<file path="src/firs_pkg.sv">
// ----------------------------------------------------------------------------
// firs_pkg
// Shared types and constants for the streaming FIR filter
// ----------------------------------------------------------------------------
package firs_pkg;

    localparam int SAMPLE_BITS    = 16;
    localparam int COEF_BITS      = 16;
    localparam int FRAC_BITS      = 15;
    localparam int PROD_BITS      = SAMPLE_BITS + COEF_BITS;
    localparam int TAP_COUNT_BITS = 7;
    localparam int TAP_INDEX_BITS = 6;

    localparam logic [TAP_COUNT_BITS-1:0] TAP_COUNT_RESET = 7'd64;

    typedef enum logic
    {
        OP_LOAD   = 1'b0,
        OP_FILTER = 1'b1
    } op_t;

    typedef enum logic
    {
        ST_IDLE = 1'b0,
        ST_RUN  = 1'b1
    } state_t;

    typedef struct packed
    {
        op_t                                 operation;
        logic [TAP_INDEX_BITS-1:0]           tap_index;
        logic signed [COEF_BITS-1:0]         coefficient;
        logic signed [SAMPLE_BITS-1:0]       sample_in;
    } in_word_t;

    typedef struct packed
    {
        logic signed [SAMPLE_BITS-1:0]       sample_out;
        logic                                clipped;
    } out_word_t;

    typedef struct packed
    {
        logic                                shift_en;
        logic                                load_en;
        logic [TAP_INDEX_BITS-1:0]           load_index;
        logic signed [COEF_BITS-1:0]         coef;
        logic [TAP_COUNT_BITS-1:0]           tap_count;
    } cell_ctrl_t;

endpackage

</file>
<file path="src/firs_cell.sv">
// ----------------------------------------------------------------------------
// firs_cell
// One filter tap: delay register, weight register and a multiply-add
// stage on the partial sum that runs down the row
// ----------------------------------------------------------------------------
module firs_cell
    import firs_pkg::*;
#(
    parameter int INDEX = 0,
    parameter int ACC_W = 38
)
(
    input  logic                          clk,
    input  logic                          rst_n,
    input  cell_ctrl_t                    ctrl,
    input  logic signed [SAMPLE_BITS-1:0] sample_left,
    input  logic signed [ACC_W-1:0]       psum_in,
    output logic signed [SAMPLE_BITS-1:0] sample_right,
    output logic signed [ACC_W-1:0]       psum_out
);

    logic signed [SAMPLE_BITS-1:0] delay_reg;
    logic signed [COEF_BITS-1:0]   weight_reg;
    logic signed [ACC_W-1:0]       psum_reg;
    logic signed [ACC_W-1:0]       psum_next;
    logic signed [PROD_BITS-1:0]   prod;
    logic signed [ACC_W-1:0]       term;
    logic                          active;
    logic                          load_hit;

    assign active   = int'(ctrl.tap_count) > INDEX;
    assign load_hit = ctrl.load_en && (int'(ctrl.load_index) == INDEX);

    assign prod      = weight_reg * delay_reg;
    assign term      = active ? {{(ACC_W-PROD_BITS){prod[PROD_BITS-1]}}, prod} : '0;
    assign psum_next = psum_in + term;

    always_ff @(posedge clk or negedge rst_n)
    begin
        if (!rst_n)
        begin
            delay_reg <= '0;
        end
        else if (ctrl.shift_en)
        begin
            delay_reg <= sample_left;
        end
    end

    always_ff @(posedge clk)
    begin
        if (load_hit)
        begin
            weight_reg <= ctrl.coef;
        end
        psum_reg <= psum_next;
    end

    assign sample_right = delay_reg;
    assign psum_out     = psum_reg;

endmodule

</file>
<file path="config.mk">
export PLATFORM = sky130hd
export DESIGN_NAME = firs_cell
export DESIGN_NICKNAME = d
export VERILOG_FILES = /design/src/firs_pkg.sv /design/src/firs_cell.sv
export SDC_FILE = /design/constraint.sdc
export NUM_CORES = 1
export LEC_CHECK = 0
export BUFFER_PORTS_ARGS = -buffer_cell sky130_fd_sc_hd__buf_2
export CORE_MARGIN = 3
export CORE_UTILIZATION = 29
export DETAILED_ROUTE_END_ITERATION = 7
export GPL_TIMING_DRIVEN = 0
export PLACE_DENSITY_LB_ADDON = 0.3
export SLEW_MARGIN = 25
export SYNTH_ARGS = -nofsm -noshare
export SYNTH_HDL_FRONTEND = slang
export SYNTH_SLANG_ARGS = --single-unit
</file>
<file path="constraint.sdc">
create_clock -name clk -period 8.25 [get_ports clk]
set_input_delay 0.825 -clock clk [delete_from_list [all_inputs] [get_ports clk]]
set_output_delay 0.825 -clock clk [all_outputs]
set_load 0.05 [all_outputs]
</file>
==> results.md, run 1 <==
* Status: finished, final reports clean
* Mux contribution to synthesized area at 0.01532
* Synthesis Warnings at 0
* Most common flop cell mapped by yosys: dfxtp_1
* Remaining global-route overflow at 0
* CP required at 8530 ps
* Setup crit end kind: register
* First-pass GRT wire length at between 60,000 and 70,000 um
* Post-Syn Area at about 0.014 mm2
* CTS Sinks at 70
* Worst skew pair latency at 370 ps
* Avg WL per Cell at about 17 um
* Global-route usage over all layers at 0.1622
* Slew @ Worst Pin at roughly 1100 ps
* Post-synthesis adder-cell area fraction at 0.4922
* CTS buffer count at 9
* DIE WIDTH at 223.5 um
* Largest net degree at the start of global routing at 17
* Setup tns final at 0 ps
* Clock tree root buffer cell: clkbuf_16
* Worst min path class: input port to async pin
* Crit-path max FO at 5
* H-tree levels at 3
* Yosys reg bits at 70
* Vias in the first global route at between 10k and 15k
* Final net count at 2,151
* DRC at 0
* Min cycle time layout at 8046 ps
* Layout cell share with drive strength beyond 1 at 0.2057
* Post-Syn Instances at between 1k and 1.5k
* Routed Antenna Nets at 0
* CTS tree: yes
* Hold WS at 489.9 ps
* Initial Util at 0.2941
* Final worst path period share at 0.9752
* Largest family of logic cells by synthesized area: adder cells
* XOR/XNOR Fraction of Synth Area at 0.03830
* Vias per cell at about 4.7
* Initial antenna violation count at 1
* Register clock-pin slew on the reported worst setup and hold paths at 80 ps
* Vias after detailed routing at ~11k
* Synth Area in Simple Gates at 0.1522
* Seq/Total Area, Yosys at 0.1196
* Async SR Flop Fraction at 0.2286
* Crit Path Category: register to register
* Clock Skew at 17.33 ps
* Area delta synth->final at 19.52%
* CP Launch Type: register
* Number of I/O port buffers at around 140
* Compound-gate portion of the synthesized area at 0.08846
* Final HPWL from detailed placement at 32,280 um
* CTS max path bufs at 2
* Num ports at 141
* Slew Limit Fails at 0
* RSZ-0062 raised after global routing: true
* Max reg flops at 38
* Die ar. at roughly 0.05 mm2
* Slew margin rel. at 0.2933
* RePlAce Congestion at slightly below 0.9
* Final WL at between 30,000 and 40,000 um
* Core Rows at 79
* Final setup violation count at 0
* Util after Layout at 0.3515
* Slowest CP cell: fa_1
* Final Hold Vio Count at 0
* Syn nets at 1,942
* Starting DRT DRC Count at 561
* Yosys cell types at 63
* Max-Cap Viols at 0
* Arrival time at the worst endpoint at 8330 ps
* Die height at 223.5 um
* Largest stage delay on the critical path at ~570 ps
* Core outline area at 0.04665 mm2
* Drt first pass iters at 5
* Post-synth EDFFs at 16
* Crit-path most repeated cell: fa_1
* F_max at roughly 120 MHz
* Synth Area per Inst at approximately 9.3 um2
[cell usage after synthesis (all sizes together) (3+ instances only)]
cell type / n / area [um2]
inv: 301 / 1130
mux2: 16 / 180.2
nor2: 69 / 264.0
nand4: 6 / 37.54
nand3: 14 / 70.07
o311ai: 3 / 41.29
dfrtp: 16 / 400.4
xnor2: 44 / 385.4
fa: 263 / 5265
nor2b: 12 / 75.07
a221oi: 3 / 26.28
nand2b: 11 / 68.82
xor2: 16 / 140.1
o2111ai: 3 / 32.53
o21a: 9 / 75.07
and2: 120 / 750.7
ha: 119 / 1489
o21bai: 9 / 67.56
a31oi: 7 / 43.79
a2111oi: 3 / 51.30
a21oi: 58 / 297.8
clkbuf: 40 / 150.1
mux2i: 3 / 30.03
a211oi: 3 / 22.52
nor4: 4 / 31.28
dfxtp: 38 / 760.7
o211ai: 4 / 30.03
and3: 5 / 31.28
nand2: 148 / 555.5
nor3: 18 / 90.09
o21ai: 31 / 155.1
a21o: 31 / 232.7
edfxtp: 16 / 480.5
[cell type report]
cell class                 instances  area (um2)
antenna                            1       2.502
buffer                            37       270.3
clock buffer                      12       257.7
clock inverter                     4       28.78
fill                            4869       30260
inverter                         301        1141
multi-input combinational       1060       11080
sequential                        70        1662
tap                              607       759.5
timing repair buffer             203        1202
[final timing paths]
path                                             start                           end  slack, ps  cells after the start
setup / recovery               weight_reg[5]$_DFFE_PP_          psum_out[31]$_DFF_P_        200                     29
hold / removal                                   rst_n  sample_right[13]$_DFFE_PN0P_        490                      1
setup reg to reg               weight_reg[5]$_DFFE_PP_          psum_out[31]$_DFF_P_        200                     29
hold reg to reg            sample_right[2]$_DFFE_PN0P_   sample_right[2]$_DFFE_PN0P_        610                      1
max in group asynchronous                        rst_n   sample_right[7]$_DFFE_PN0P_       7250                      1
min in group clk           sample_right[2]$_DFFE_PN0P_   sample_right[2]$_DFFE_PN0P_        610                      1
[per-stage QoR]
stage               instance area [um2]  worst slack [ps]  cells
floorplan                         13720             43.27   1473
global placement                  15180             -1071   2219
detailed placement                15210             -1029   2223
CTS                               15900             15.32   2262
global route                      16400            -94.23   2294
finish                            16400             204.3   2295
[cell usage in the layout (no fill, tap or decap), types with 9 or more instances in the layout]
master and n:
a21o_1 31, a21oi_1 47, a21oi_2 9, and2_1 118, buf_2 146, buf_4 57
clkbuf_16 10, clkbuf_4 13, dfrtp_2 13, dfxtp_1 38, edfxtp_1 16, fa_1 261
ha_1 107, inv_1 295, mux2_2 15, nand2_1 148, nand2b_1 11, nand3_1 12
nor2_1 64, nor2b_1 11, nor3_1 16, o21ai_0 23, o21bai_1 9, xnor2_1 44
xor2_1 16
[layer usage]
| layer | global-route usage | up-vias | share of wire |
|---|---|---|---|
| met5 | 0 | - | 0 |
| met4 | 0.03756 | 0 | 0.019 |
| met3 | 0.04184 | 44 | 0.067 |
| met2 | 0.2699 | 269 | 0.49 |
| met1 | 0.2126 | 5577 | 0.43 |
| li1 | - | 4988 | - |
[cells by family (layout without fill, tap and decap cells)]
family                     Yosys count  in the layout
other                                0              1
DFF                                 70             70
muxes                               19             19
xor gates and xnor gates            60             60
and+or+nand+nor                    420            420
adders and majority gates          382            382
AOI/OAI and AO/OA                  179            179
buffers and inverters              343            557
[worst max-delay path, delay by kind of cell, from the launching register on]
kind                       cells  cell delay [ps]
DFF                            1              510
and+or+nand+nor                3              740
xor gates and xnor gates       1              180
adders and majority gates      8             3580
AOI/OAI and AO/OA             11             2200
buffers and inverters          6              720
[repair_timing]
action                                  4_1_cts  5_1_grt
pin swaps                                     8       36
buffers inserted                             26       34
gates cloned                                  0        0
resized for setup                            74       88
hold buffers                                  0        0
endpoints found under the setup margin       13       11
Power of run 1 is not shown: default switching activity piles up to over one toggle a cycle in this logic, so the estimate is an artifact.
==> run 2, diff against run 1 <==
--- a/config.mk
+++ b/config.mk
@@ -10,7 +10,7 @@
 export CORE_UTILIZATION = 29
 export DETAILED_ROUTE_END_ITERATION = 7
 export GPL_TIMING_DRIVEN = 0
-export PLACE_DENSITY_LB_ADDON = 0.3
+export PLACE_DENSITY = 0.57
 export SLEW_MARGIN = 25
 export SYNTH_ARGS = -nofsm -noshare
 export SYNTH_HDL_FRONTEND = slang
==> results.md, run 2 (synthesis gave the netlist of run 1 again) <==
* Status: finished, final reports clean
* Starting DRT DRC Count at 596
* Core outline area at ~0.047 mm2
* Worst Reg-to-Reg Cells at 32
* Die ar. at 0.04996 mm2
* Routed Antenna Nets at 0
* CTS max path bufs at 2
* CP required at 8520 ps
* Placed Cells at about 2.2k
* Worst r2r src: weight_reg[4]$_DFFE_PP_
* F_max at 124.7 MHz
* Vias in the first global route at 11.26k
* Placed Instance Area at 0.01521 mm2
* Util after Layout at 0.3509
* Clock tree root buffer cell: clkbuf_16
* Slowest CP cell: fa_1
* RePlAce Congestion at around 0.86
* Commonest non-fill, non-tap cell in the layout: inv_1
* Min cycle time layout at 8019 ps
* Final net count at 2,150
* Final Cell Area at roughly 0.016 mm2
* Drt first pass iters at 5
* Max reg flops at 38
* Slew margin rel. at 0.3298
* Worst skew pair latency at 370 ps
* R2r endpoint: psum_out[31]$_DFF_P_
* Slew @ Worst Pin at ~1000 ps
* Crit Path Category: register to register
* Area delta synth->final at 19.31%
* Arrival time at the worst endpoint at 8290 ps
* Largest net degree at the start of global routing at 17
* Setup crit end kind: register
* Number of I/O port buffers at 139
* CP Launch Type: register
* Reg2Reg Setup Slack at 230 ps
* Final worst path period share at 0.9720
* Setup WS post-layout at between 200 and 250 ps
* CTS buffer count at 9
* Avg WL per Cell at between 15 and 20 um
* Worst min path class: input port to async pin
* CTS tree: yes
* Slew Limit Fails at 0
* Final Hold Vio Count at 0
* Vias after detailed routing at 10.90k
* Initial antenna violation count at 3
* Die height at 223.5 um
* Crit-path max FO at 3
* Initial Util at 0.2941
* Vias per cell at ~4.8
* Max-Cap Viols at 0
* Most frequent cells in the layout: inv_1, fa_1, nand2_1, buf_2, and2_1
* Number of hold buffers added after cts at 0
* Crit-path most repeated cell: fa_1
* DIE WIDTH at 223.5 um
* First-pass GRT wire length at 61,470 um
* Final setup violation count at 0
* Global-route usage over all layers at 0.1604
* FILL cells at 4,840
* Clock Skew at 17.50 ps
* Num ports at between 100 and 150
* Non-filler cells, final at 2,294
* Final WL at about 40,000 um
* Largest stage delay on the critical path at 540 ps
* DRC at 0
* CTS Sinks at 70
* Register clock-pin slew on the reported worst setup and hold paths at 70 ps
* RSZ-0062 raised after global routing: true
* Remaining global-route overflow at 0
* Place WS at -947.1 ps
* Final HPWL from detailed placement at approximately 32,000 um
* Layout cell share with drive strength beyond 1 at 0.2070
* Core Rows at 79
* H-tree levels at 3
-- run 2: cell types whose count changed in the layout (fill, tap and decap cells not counted), sizes merged --
| cell | change |
|---|---|
| buf | +2 |
| clkinv | +1 |
| clkbuf | -4 |
-- run 2: worst max-delay path: cells and delay by family (launching register included) --
family,cells,cell delay (ps)
fa+ha+maj,8,3600
compound gates,13,2340
simple gates,5,910
flops,1,520
buf+inv,5,410
xor+xnor,1,170
-- run 2: area by class of cell --
| class | count | area [um2] | area share |
|---|---|---|---|
| diodes | 1 | 2.502 | 0.0001529 |
| plain buffers | 35 | 274.0 | 0.01674 |
| clock buffers | 11 | 232.7 | 0.01422 |
| clock inverters | 5 | 26.28 | 0.001605 |
| inverters | 301 | 1141 | 0.06970 |
| multi-input cells | 1060 | 11080 | 0.6766 |
| flip-flops and latches | 70 | 1658 | 0.1013 |
| well taps | 607 | 759.5 | 0.04639 |
| repair buffers | 204 | 1200 | 0.07330 |
-- run 2: worst max path at each step --
| stage | cells past startpoint | startpoint | endpoint |
|---|---|---|---|
| floorplan | 34 | sample_right[8]$_DFFE_PN0P_ | psum_out[31]$_DFF_P_ |
| detailed placement | 34 | sample_right[8]$_DFFE_PN0P_ | psum_out[31]$_DFF_P_ |
| global placement | 31 | sample_right[7]$_DFFE_PN0P_ | psum_out[31]$_DFF_P_ |
| CTS | 29 | sample_right[5]$_DFFE_PN0P_ | psum_out[37]$_DFF_P_ |
| finish | 32 | weight_reg[4]$_DFFE_PP_ | psum_out[31]$_DFF_P_ |
| global route | 32 | weight_reg[4]$_DFFE_PP_ | psum_out[31]$_DFF_P_ |
-- run 2: routing by layer --
layer,vias to the layer above,routed length (um),GRT usage
met5,-,63,0
met4,2,833,0.04024
met3,45,2512,0.03513
met2,292,19590,0.2748
met1,5558,16410,0.2065
li1,5004,-,-
-- run 2: repair_timing --
item | 4_1_cts | 5_1_grt
pin swaps | 10 | 36
resized for setup | 82 | 84
endpoints found under the setup margin | 13 | 11
setup buffers | 30 | 33
-- run 2: stage by stage --
stage	hold WS, ps	setup TNS [ps]
after floorplan	529.4	0
after global placement	717.3	-5864
after detailed placement	727.8	-6313
after CTS	494.7	0
after global routing	509.0	-120.9
final	488.1	0
Power of run 2 is left out for the same reason.
